--- src/hw/rtl/dlpb_pkg.sv ---
`default_nettype none

package dlpb_pkg;

    // Width of each configuration time register and of the configuration write data.
    localparam int CFG_W = 16;

    // Index width of the configuration port.
    localparam int CFG_IDX_W = 3;

    localparam logic [CFG_IDX_W-1:0] CFG_IDX_DEBOUNCE    = 3'd0;
    localparam logic [CFG_IDX_W-1:0] CFG_IDX_HINT        = 3'd1;
    localparam logic [CFG_IDX_W-1:0] CFG_IDX_LONG_PRESS  = 3'd2;
    localparam logic [CFG_IDX_W-1:0] CFG_IDX_WAKE_LOCK   = 3'd3;
    localparam logic [CFG_IDX_W-1:0] CFG_IDX_WOKE        = 3'd4;

    localparam logic [CFG_W-1:0] RST_DEBOUNCE_MS   = 16'd50;
    localparam logic [CFG_W-1:0] RST_HINT_MS       = 16'd1500;
    localparam logic [CFG_W-1:0] RST_LONG_PRESS_MS = 16'd3000;
    localparam logic [CFG_W-1:0] RST_WAKE_LOCK_MS  = 16'd3000;

    // Item function codes.
    localparam logic FUNC_TICK       = 1'b0;
    localparam logic FUNC_SET_COLOUR = 1'b1;

    // Colours are {red, green, blue}.
    localparam logic [2:0] COLOUR_OFF = 3'b000;
    localparam logic [2:0] COLOUR_RED = 3'b100;

    typedef struct packed {
        logic [CFG_W-1:0] debounce_ms;
        logic [CFG_W-1:0] hint_ms;
        logic [CFG_W-1:0] long_press_ms;
        logic [CFG_W-1:0] wake_lockout_ms;
        logic             woke_from_sleep;
    } t_cfg;

    typedef struct packed {
        logic       func;
        logic       button_level;
        logic [2:0] colour;
    } t_item;

    typedef struct packed {
        logic [2:0] colour;
        logic       hint_active;
        logic       shutdown_request;
    } t_result;

endpackage

`default_nettype wire

--- src/hw/rtl/dlpb_in_if.sv ---
`default_nettype none

interface dlpb_in_if;
    logic valid;
    logic ready;
    logic func;
    logic button_level;
    logic red_on;
    logic green_on;
    logic blue_on;

    modport source (
        output valid, func, button_level, red_on, green_on, blue_on,
        input  ready
    );

    modport sink (
        input  valid, func, button_level, red_on, green_on, blue_on,
        output ready
    );
endinterface

`default_nettype wire

--- src/hw/rtl/dlpb_out_if.sv ---
`default_nettype none

interface dlpb_out_if;
    logic valid;
    logic ready;
    logic led_red;
    logic led_green;
    logic led_blue;
    logic hint_active;
    logic shutdown_request;

    modport source (
        output valid, led_red, led_green, led_blue, hint_active, shutdown_request,
        input  ready
    );

    modport sink (
        input  valid, led_red, led_green, led_blue, hint_active, shutdown_request,
        output ready
    );
endinterface

`default_nettype wire

--- src/hw/rtl/dlpb_cfg_regs.sv ---
`default_nettype none

module dlpb_cfg_regs
    import dlpb_pkg::*;
(
    input  logic                 i_clk,
    input  logic                 i_rst_n,
    input  logic                 i_we,
    input  logic [CFG_IDX_W-1:0] i_idx,
    input  logic [CFG_W-1:0]     i_data,
    output t_cfg                 o_cfg
);

    t_cfg r_cfg;

    always_ff @(posedge i_clk) begin
        if (!i_rst_n) begin
            r_cfg.debounce_ms     <= RST_DEBOUNCE_MS;
            r_cfg.hint_ms         <= RST_HINT_MS;
            r_cfg.long_press_ms   <= RST_LONG_PRESS_MS;
            r_cfg.wake_lockout_ms <= RST_WAKE_LOCK_MS;
            r_cfg.woke_from_sleep <= 1'b0;
        end else if (i_we) begin
            unique case (i_idx)
                CFG_IDX_DEBOUNCE:   r_cfg.debounce_ms     <= i_data;
                CFG_IDX_HINT:       r_cfg.hint_ms         <= i_data;
                CFG_IDX_LONG_PRESS: r_cfg.long_press_ms   <= i_data;
                CFG_IDX_WAKE_LOCK:  r_cfg.wake_lockout_ms <= i_data;
                CFG_IDX_WOKE:       r_cfg.woke_from_sleep <= i_data[0];
                default: begin
                    // Writes to unused indexes are dropped.
                end
            endcase
        end
    end

    assign o_cfg = r_cfg;

endmodule

`default_nettype wire

--- src/hw/rtl/dlpb_state.sv ---
`default_nettype none

module dlpb_state
    import dlpb_pkg::*;
#(
    parameter int TIME_WIDTH = 16
) (
    input  logic    i_clk,
    input  logic    i_rst_n,
    input  logic    i_fire,
    input  t_item   i_item,
    input  t_cfg    i_cfg,
    output t_result o_result
);

    localparam int TW    = TIME_WIDTH;
    localparam int CMP_W = (TW > CFG_W) ? TW : CFG_W;

    logic          r_prev_sample;
    logic [TW-1:0] r_since_edge;
    logic          r_pressed;
    logic [TW-1:0] r_held_time;
    logic          r_hint;
    logic [TW-1:0] r_since_start;
    logic          r_shutdown;
    logic [2:0]    r_status_colour;
    logic [2:0]    r_shown_colour;

    logic          n_prev_sample;
    logic [TW-1:0] n_since_edge;
    logic          n_pressed;
    logic [TW-1:0] n_held_time;
    logic          n_hint;
    logic [TW-1:0] n_since_start;
    logic          n_shutdown;
    logic [2:0]    n_status_colour;
    logic [2:0]    n_shown_colour;

    logic          level;
    logic          debounced;
    logic          locked_out;

    function automatic logic [TW-1:0] sat_inc(input logic [TW-1:0] v);
        return (&v) ? v : v + TW'(1);
    endfunction

    always_comb begin
        n_prev_sample   = r_prev_sample;
        n_since_edge    = r_since_edge;
        n_pressed       = r_pressed;
        n_held_time     = r_held_time;
        n_hint          = r_hint;
        n_since_start   = r_since_start;
        n_shutdown      = r_shutdown;
        n_status_colour = r_status_colour;
        n_shown_colour  = r_shown_colour;
        level           = i_item.button_level;
        debounced       = 1'b0;
        locked_out      = 1'b0;

        if (i_item.func == FUNC_SET_COLOUR) begin
            n_status_colour = i_item.colour;
            if (!r_shutdown && !r_hint) begin
                n_shown_colour = i_item.colour;
            end
        end else if (!r_shutdown) begin
            n_since_start = sat_inc(r_since_start);
            if (level != r_prev_sample) begin
                n_prev_sample = level;
                n_since_edge  = '0;
            end else begin
                n_since_edge = sat_inc(r_since_edge);
            end
            if (r_pressed) begin
                n_held_time = sat_inc(r_held_time);
            end

            debounced  = CMP_W'(n_since_edge) >= CMP_W'(i_cfg.debounce_ms);
            locked_out = i_cfg.woke_from_sleep &&
                         (CMP_W'(n_since_start) < CMP_W'(i_cfg.wake_lockout_ms));

            if (debounced) begin
                if (locked_out) begin
                    n_pressed = 1'b0;
                end else begin
                    // A fresh press restarts the hold timer and drops any stale hint.
                    if (level && !r_pressed) begin
                        n_pressed   = 1'b1;
                        n_held_time = '0;
                        if (r_hint) begin
                            n_hint         = 1'b0;
                            n_shown_colour = r_status_colour;
                        end
                    end else if (!level && r_pressed) begin
                        n_pressed = 1'b0;
                    end

                    if (n_pressed) begin
                        if (!n_hint &&
                            (CMP_W'(n_held_time) >= CMP_W'(i_cfg.hint_ms))) begin
                            n_hint         = 1'b1;
                            n_shown_colour = COLOUR_RED;
                        end
                        if (CMP_W'(n_held_time) >= CMP_W'(i_cfg.long_press_ms)) begin
                            n_shutdown     = 1'b1;
                            n_shown_colour = COLOUR_OFF;
                        end
                    end else if (n_hint) begin
                        n_hint         = 1'b0;
                        n_shown_colour = r_status_colour;
                    end
                end
            end
        end
    end

    always_ff @(posedge i_clk) begin
        if (!i_rst_n) begin
            r_prev_sample   <= 1'b0;
            r_since_edge    <= '1;
            r_pressed       <= 1'b0;
            r_held_time     <= '0;
            r_hint          <= 1'b0;
            r_since_start   <= '0;
            r_shutdown      <= 1'b0;
            r_status_colour <= COLOUR_OFF;
            r_shown_colour  <= COLOUR_OFF;
        end else if (i_fire) begin
            r_prev_sample   <= n_prev_sample;
            r_since_edge    <= n_since_edge;
            r_pressed       <= n_pressed;
            r_held_time     <= n_held_time;
            r_hint          <= n_hint;
            r_since_start   <= n_since_start;
            r_shutdown      <= n_shutdown;
            r_status_colour <= n_status_colour;
            r_shown_colour  <= n_shown_colour;
        end
    end

    assign o_result.colour           = n_shown_colour;
    assign o_result.hint_active      = n_hint;
    assign o_result.shutdown_request = n_shutdown;

endmodule

`default_nettype wire

--- src/hw/rtl/debounced_long_press_button.sv ---
// Debounced power button with a red power-off hint and a long-press shutdown
// request. Each item on i_in is either a one millisecond tick carrying the raw
// button level (func 0) or a new status colour (func 1); every item produces
// exactly one result on o_out with the LED colour, the hint flag and the
// shutdown flag as they stand after that item. The block takes one item per
// clock cycle in steady state while o_out takes each result. An accepted item
// sits in an input register, and the state update runs in a single pass from
// there into the result register, which offers the result on o_out. The
// input register keeps accepting while a finished result waits on o_out; input
// stalls only when both registers are full. Configuration writes through
// i_cfg_we, i_cfg_idx and i_cfg_data act on the next item and must only be
// made while no item is in flight. All timers are TIME_WIDTH bits wide and
// saturate at all ones.
`default_nettype none

module debounced_long_press_button
    import dlpb_pkg::*;
#(
    parameter int TIME_WIDTH = 16
) (
    input  logic                 i_clk,
    input  logic                 i_rst_n,
    input  logic                 i_cfg_we,
    input  logic [CFG_IDX_W-1:0] i_cfg_idx,
    input  logic [CFG_W-1:0]     i_cfg_data,
    dlpb_in_if.sink              i_in,
    dlpb_out_if.source           o_out
);

    t_cfg    cfg;
    t_result result;

    // Input register.
    logic  r_in_valid;
    t_item r_in_item;

    // Result register.
    logic    r_out_valid;
    t_result r_out;

    logic advance;
    logic fire;

    // The state stage moves whenever the result register is empty or drains now.
    assign advance = !r_out_valid || o_out.ready;
    assign fire    = r_in_valid && advance;

    assign i_in.ready = !r_in_valid || advance;

    always_ff @(posedge i_clk) begin
        if (!i_rst_n) begin
            r_in_valid <= 1'b0;
        end else if (i_in.ready) begin
            r_in_valid <= i_in.valid;
        end
    end

    always_ff @(posedge i_clk) begin
        if (i_in.ready && i_in.valid) begin
            r_in_item.func         <= i_in.func;
            r_in_item.button_level <= i_in.button_level;
            r_in_item.colour       <= {i_in.red_on, i_in.green_on, i_in.blue_on};
        end
    end

    dlpb_cfg_regs u_cfg (
        .i_clk   (i_clk),
        .i_rst_n (i_rst_n),
        .i_we    (i_cfg_we),
        .i_idx   (i_cfg_idx),
        .i_data  (i_cfg_data),
        .o_cfg   (cfg)
    );

    dlpb_state #(
        .TIME_WIDTH (TIME_WIDTH)
    ) u_state (
        .i_clk    (i_clk),
        .i_rst_n  (i_rst_n),
        .i_fire   (fire),
        .i_item   (r_in_item),
        .i_cfg    (cfg),
        .o_result (result)
    );

    always_ff @(posedge i_clk) begin
        if (!i_rst_n) begin
            r_out_valid <= 1'b0;
        end else if (advance) begin
            r_out_valid <= r_in_valid;
        end
    end

    always_ff @(posedge i_clk) begin
        if (fire) begin
            r_out <= result;
        end
    end

    assign o_out.valid            = r_out_valid;
    assign o_out.led_red          = r_out.colour[2];
    assign o_out.led_green        = r_out.colour[1];
    assign o_out.led_blue         = r_out.colour[0];
    assign o_out.hint_active      = r_out.hint_active;
    assign o_out.shutdown_request = r_out.shutdown_request;

endmodule

`default_nettype wire

--- src/flat_wrapper.sv ---
// flat-port wrapper written by rule: the top's interface ports become plain ports
module debounced_long_press_button_flat import dlpb_pkg::*;
#(
    parameter int TIME_WIDTH = 16
)
  (i_clk, i_rst_n, i_cfg_we, i_cfg_idx, i_cfg_data, i_in_valid, i_in_func, i_in_button_level, i_in_red_on, i_in_green_on, i_in_blue_on, i_in_ready, o_out_valid, o_out_led_red, o_out_led_green, o_out_led_blue, o_out_hint_active, o_out_shutdown_request, o_out_ready);
  dlpb_in_if i_in_i ();
  dlpb_out_if o_out_i ();
  input  logic i_clk;
  input  logic i_rst_n;
  input  logic i_cfg_we;
  input  logic [CFG_IDX_W-1:0] i_cfg_idx;
  input  logic [CFG_W-1:0] i_cfg_data;
  input wire logic [$bits(i_in_i.valid)-1:0] i_in_valid;
  input wire logic [$bits(i_in_i.func)-1:0] i_in_func;
  input wire logic [$bits(i_in_i.button_level)-1:0] i_in_button_level;
  input wire logic [$bits(i_in_i.red_on)-1:0] i_in_red_on;
  input wire logic [$bits(i_in_i.green_on)-1:0] i_in_green_on;
  input wire logic [$bits(i_in_i.blue_on)-1:0] i_in_blue_on;
  output wire logic [$bits(i_in_i.ready)-1:0] i_in_ready;
  output wire logic [$bits(o_out_i.valid)-1:0] o_out_valid;
  output wire logic [$bits(o_out_i.led_red)-1:0] o_out_led_red;
  output wire logic [$bits(o_out_i.led_green)-1:0] o_out_led_green;
  output wire logic [$bits(o_out_i.led_blue)-1:0] o_out_led_blue;
  output wire logic [$bits(o_out_i.hint_active)-1:0] o_out_hint_active;
  output wire logic [$bits(o_out_i.shutdown_request)-1:0] o_out_shutdown_request;
  input wire logic [$bits(o_out_i.ready)-1:0] o_out_ready;
  assign i_in_i.valid = i_in_valid;
  assign i_in_i.func = i_in_func;
  assign i_in_i.button_level = i_in_button_level;
  assign i_in_i.red_on = i_in_red_on;
  assign i_in_i.green_on = i_in_green_on;
  assign i_in_i.blue_on = i_in_blue_on;
  assign i_in_ready = i_in_i.ready;
  assign o_out_valid = o_out_i.valid;
  assign o_out_led_red = o_out_i.led_red;
  assign o_out_led_green = o_out_i.led_green;
  assign o_out_led_blue = o_out_i.led_blue;
  assign o_out_hint_active = o_out_i.hint_active;
  assign o_out_shutdown_request = o_out_i.shutdown_request;
  assign o_out_i.ready = o_out_ready;
  debounced_long_press_button #(.TIME_WIDTH(TIME_WIDTH)) u_core (.i_clk(i_clk), .i_rst_n(i_rst_n), .i_cfg_we(i_cfg_we), .i_cfg_idx(i_cfg_idx), .i_cfg_data(i_cfg_data), .i_in(i_in_i), .o_out(o_out_i));
endmodule
--- config.mk ---
export PLATFORM = sky130hd
export DESIGN_NAME = debounced_long_press_button_flat
export DESIGN_NICKNAME = d
export VERILOG_FILES = /design/src/hw/rtl/dlpb_pkg.sv /design/src/hw/rtl/dlpb_in_if.sv /design/src/hw/rtl/dlpb_out_if.sv /design/src/hw/rtl/dlpb_cfg_regs.sv /design/src/hw/rtl/dlpb_state.sv /design/src/hw/rtl/debounced_long_press_button.sv /design/src/flat_wrapper.sv
export SDC_FILE = /design/constraint.sdc
export NUM_CORES = 1
export LEC_CHECK = 0
export ABC_AREA = 1
export BUFFER_PORTS_ARGS = -buffer_cell sky130_fd_sc_hd__buf_4
export CORE_ASPECT_RATIO = 1.1
export CORE_MARGIN = 4
export CORE_UTILIZATION = 37
export DETAILED_ROUTE_END_ITERATION = 6
export MAX_ROUTING_LAYER = met4
export PLACE_DENSITY = 0.58
export SLEW_MARGIN = 15
export SYNTH_ARGS = -nofsm -noshare
export SYNTH_HDL_FRONTEND = slang
export SYNTH_SLANG_ARGS = --single-unit
--- constraint.sdc ---
create_clock -name i_clk -period 3.8 [get_ports i_clk]
set_input_delay 0.38 -clock i_clk [delete_from_list [all_inputs] [get_ports i_clk]]
set_output_delay 0.38 -clock i_clk [all_outputs]
set_load 0.005 [all_outputs]
* Word-level counts from Yosys, hierarchy flattened
Index checks and enable logic that the tools add are counted.
Storage, ports and cells: register bits 135, output and inout port bits 7
Cells by class: add/sub/neg operators 3, magnitude comparators 4, equality and inequality tests 5, muxes and demuxes 49, bitwise logic cells 2, reduce and logical (&&, ||, !) cells 29
Operator list (number):
- $mux W16 | 14
- $add A16 B1 Y16 const B | 3
- $ge A16 B16 Y1 | 3
- $reduce_and A16 Y1 | 3
- $mux W3 | 11
- $mux W1 | 24
- $lt A16 B16 Y1 | 1
- $reduce_and A2 Y1 | 6
- $reduce_and A4 Y1 | 2
- $logic_and A1 B1 Y1 | 7
- $logic_not A1 Y1 | 7
- $eq A3 B2 Y1 const B | 2
- $eq A3 B1 Y1 const B | 1
- $eq A3 B3 Y1 const B | 1
- $logic_not A3 Y1 | 1
- $reduce_and A3 Y1 | 1
- $logic_or A1 B1 Y1 | 2
- $not A1 Y1 | 2
- $ne A1 B1 Y1 | 1

* Depth between registers and ports, before layout
word-level depth 18, depth in mapped cells 29

* Modules after synthesis
Synthesis repeated with hierarchy kept, for this count alone.
Unflattened totals: cells, all modules 1242, area, all modules 8480.6 um^2
Modules (own cells, without submodules):
- dlpb_state | times used 1, cells an instance 863, area each 5464.0 um^2, sequential area each 1161.1 um^2
- dlpb_cfg_regs | times used 1, cells an instance 356, area each 2621.3 um^2, sequential area each 1301.2 um^2
- debounced_long_press_button | times used 1, cells an instance 23, area each 395.4 um^2, sequential area each 340.3 um^2

* Least setup slack after synthesis
No wires, ideal clock.
path kind reg-to-reg, start point register u_core.u_state.r_since_edge[0], end point register u_core.r_out (netlist bit u_core.o_out.shutdown_request), data pin, setup time 0.256 ns, arrival 2.889 ns, required time 3.544 ns, path slack 0.654 ns, stages on the path, launching flop included 21, buffers on the path 0, cell sequence dfxtp_1 -> ha_1 -> inv_1 -> nor4_1 -> nand2_1 -> nor2_1 -> nand2_1 -> nand2_1 -> nor2_1 -> nor3_1 -> ha_1 -> nand2_1 -> nor2_1 -> a211oi_1 -> o221ai_1 -> nand2_1 -> nand3_1 -> nand2_4 -> nor2_8 -> a21oi_1 -> inv_1
RTL lines:
- start: declaration | line dlpb_state.sv:20 | logic [TW-1:0] r_since_edge;
- start signal: assignment | line dlpb_state.sv:130 | r_since_edge <= n_since_edge;
- end signal: assignment | line debounced_long_press_button.sv:96 | r_out <= result;
- end: declaration | line debounced_long_press_button.sv:39 | t_result r_out;

==> flow_metrics.env <==
export IMPL_outcome="completed"
export IMPL_die_x_um=148.0
export IMPL_syn_area_sq_mm=0.007976
export IMPL_max_cap_violations=0
export IMPL_final_util=0.4323
export IMPL_multi_input_area_sq_mm=0.004378
export IMPL_wl_per_cell_um=13.66
export IMPL_drtAntennaViolNets=0
export IMPL_synth_compound_area_frac=0.1922
export IMPL_slowest_stage="dfxtp_1"
export IMPL_worstSetupEndpointType="register"
export IMPL_gp_congestion=0.8962
export IMPL_clockBufferDepth=2
export IMPL_clkTransAtPathRegs_ns=0.06
export IMPL_cts_root_buffer="clkbuf_16"
export IMPL_required_ns=3.98
export IMPL_dp_hpwl_um=14230
export IMPL_drc=0
export IMPL_vdd_drop_max_mv=0.3287
export IMPL_startpoint="u_core.u_state.r_since_edge[1]"
export IMPL_synth_area_leaders="dfxtp_1 31%, ha_1 9.7%, nand2_1 9.1%"
export IMPL_crit_buf_inv=2
export IMPL_cpPeakStageDelay_ns=0.37
export IMPL_placed_area_sq_mm=0.008504
export IMPL_worstPathArrival_ns=3.72
export IMPL_hp_class="in -> reg"
export IMPL_powerDensity_mw_per_mm2=426.8
export IMPL_syn_nets=1205
export IMPL_synth_simple_area_share=0.2207
export IMPL_path_max_fanout=7
export IMPL_numClockSinks=135
export IMPL_n_fill_cell=2255
export IMPL_core_area_sq_mm=0.02130
export IMPL_tightest_slew_ns=1.131
export IMPL_finalWirelength_um=19740
export IMPL_area_growth_pct=15.45
export IMPL_synth_top_family_by_area="simple AND/OR/NAND/NOR gates"
export IMPL_yosys_mux_area_fraction=0.001255
export IMPL_pwr_share_comb=0.164
export IMPL_grt_pass1_vias=6607
export IMPL_num_vias=7119
export IMPL_yosysWarnings=0
export IMPL_finalNetCount=1233
export IMPL_finalHoldViolations=0
export IMPL_synth_top_area_cell="dfxtp_1"
export IMPL_synth_edff_count=10
export IMPL_syn_avg_cell_area_sq_um=7.160
export IMPL_critical_path_startpoint_type="register"
export IMPL_synth_cells=1114
export IMPL_synth_xor_area_frac=0.02855
export IMPL_met1_usage=0.2218
export IMPL_grt_use_met2=0.2768
export IMPL_fin_cells=1445
export IMPL_reg2reg_from="u_core.u_state.r_since_edge[1]"
export IMPL_drt_iter0_drc=493
export IMPL_hold_buffers=0
export IMPL_grt_antenna_before_repair=0
export IMPL_p_seq_frac=0.389
export IMPL_fp_dieH_um=162.0
export IMPL_grt_busiest_layer="met2"
export IMPL_cts_tree="done"
export IMPL_drive_gt1_frac=0.1169
export IMPL_fin_setup_tns_ns=0
export IMPL_met3_usage=0.03348
export IMPL_cp_common_cell="nand2_1"
export IMPL_intPower_uw=2828
export IMPL_cts_made_buffers=17
export IMPL_period_minus_slack_ns=3.545
export IMPL_yosysTopAreaCellShare=0.3137
export IMPL_crit_type="reg -> reg"
export IMPL_final_period_utilization=0.9329
export IMPL_final_cell_mix="190 x nand2_1, 178 x inv_1, 124 x dfxtp_1, 115 x a21oi_1, 87 x o21ai_0"
export IMPL_grt_pass1_wl_um=32400
export IMPL_ys_seq_elements=135
export IMPL_maxSlewViolCount=0
export IMPL_htree_levels=4
export IMPL_layout_commonest_cell="nand2_1"
export IMPL_p_leak_uw=0.004293
export IMPL_min_delay_start="i_in_red_on"
export IMPL_grt_usage=0.1720
export IMPL_crit_family="simple AND/OR/NAND/NOR gates"
export IMPL_dr_pass1_iters=5
export IMPL_switching_share=0.2806
export IMPL_max_freq_ghz=0.2821
export IMPL_dpl_cell_count=1411
export IMPL_overflow=0
export IMPL_stdcell_area_sq_mm=0.009209
export IMPL_ys_types=46
export IMPL_ff_latch_area_sq_mm=0.002804
export IMPL_slew_headroom=0.2447
export IMPL_synth_fa_ha_area_frac=0.09725
export IMPL_skew_ns=0.01009
export IMPL_insertedDiodeCount=0
export IMPL_synth_ff_type="dfxtp_1"
export IMPL_worstPathCellList="ha_1, inv_1, nor4_2, nand2_1, nor2_2, nand2_2, nand2_1, nor2_1, nor3_2, ha_1, nand2_1, nor2_1, a211oi_1, o221ai_1, nand2_1, nand3_1, nand2_4, nor2_8, a21oi_1, inv_1"
export IMPL_grt_max_degree=77
export IMPL_synth_async_reset_ratio=0
export IMPL_portBuffers=35
export IMPL_via_per_inst=4.927
export IMPL_seq_area_frac_synth=0.3514
export IMPL_floorplan_die_area_sq_mm=0.02397
export IMPL_clk_latency_ns=0.43
export IMPL_clockPowerShare=0.447
export IMPL_row_count=56
export IMPL_finalSetupViolCount=0
export IMPL_io_pins=36
export IMPL_start_util=0.3745
export IMPL_p_switching_uw=1103
-- per-layer routing --
| metal | part of all wire | wire [um] |
|---|---|---|
| met5 | 0 | 0 |
| met4 | 0.014 | 271 |
| met3 | 0.039 | 762 |
| met2 | 0.47 | 9360 |
| met1 | 0.47 | 9343 |
-- synthesized netlist by cell type, types with 2 or more instances --
cell type	number
o21bai_1	4
buf_4	3
a21oi_2	10
nand2_1	194
a21oi_1	115
clkinv_1	2
o21a_1	3
o21ai_0	89
dfxtp_1	125
nor2_8	2
clkbuf_1	30
or2_2	3
nand2_4	2
ha_1	62
inv_2	5
o21ai_1	2
nor4_1	5
xnor2_1	7
nand2_2	14
nor2_1	88
edfxtp_1	10
nor2_2	2
o211ai_1	28
a31oi_1	3
a211oi_1	10
nor3_1	26
nand4_1	18
a21o_1	2
inv_1	178
xor2_1	19
nand3_1	38
-- layout make-up --
type | instances | share of cell area
clock buffers | 21 | 0.05231
clock inverters | 11 | 0.01576
inverters | 185 | 0.07541
multi-input cells | 757 | 0.4754
flip-flops and latches | 135 | 0.3045
well taps | 290 | 0.03940
repair buffers | 46 | 0.03723
-- what timing repair did --
action                                 in CTS  in global routing
resized for setup                           0                 18
buffers inserted                            0                  2
endpoints found under the hold margin       0                  0
setup endpoints to repair                   0                 27
-- stage by stage --
step,setup slack (ns),hold slack (ns),power [uW]
global route,-0.03005,0.1082,4123
CTS,0.1023,0.1066,3951
floorplan,0.6545,0.4292,2020
finish,0.2550,0.1267,3931
global placement,0.2040,0.4458,2182
detailed placement,0.1218,0.4499,2187
-- power by group through the flow --
stage	clock network, uW	registers [uW]	logic, uW
floorplan	0	1550	471
global placement	0	1560	620
detailed placement	0	1560	626
CTS	1790	1530	631
global route	1850	1540	735
finish	1760	1530	644
-- state kept, by name, indices dropped and copies added (netlist names) --
name	cells
u_core.o_out.valid	1
u_core.u_state.r_hint	1
u_core.u_state.r_shutdown	1
u_core.o_out.led_red	1
u_core.u_state.r_pressed	1
u_core.r_in_valid	1
u_core.u_state.r_prev_sample	1
u_core.u_cfg.o_cfg	65
u_core.o_out.hint_active	1
u_core.o_out.shutdown_request	1
u_core.u_state.r_held_time	16
u_core.u_state.r_status_colour	3
u_core.u_state.r_since_start	16
u_core.o_out.led_blue	1
u_core.u_state.r_since_edge	16
u_core.u_state.r_shown_colour	3
u_core.r_in_item	5
u_core.o_out.led_green	1
-- kinds of logic after synthesis --
group / after synthesis
compound gates: 271
xor+xnor: 26
fa+ha+maj: 62
buf+inv: 222
flops: 135
mux: 1
simple gates: 397
-- final timing paths --
| check | to | slack, ns | depth (start not counted) |
|---|---|---|---|
| worst min-delay path | u_core.r_in_item[2] | 0.13 | 1 |
| worst max-delay path | u_core.o_out.shutdown_request | 0.25 | 20 |
| worst max register to register | u_core.o_out.shutdown_request | 0.25 | 20 |
| worst min register to register | u_core.u_cfg.o_cfg[61] | 0.46 | 2 |
Note: power is estimated with default switching activity, not from simulation.
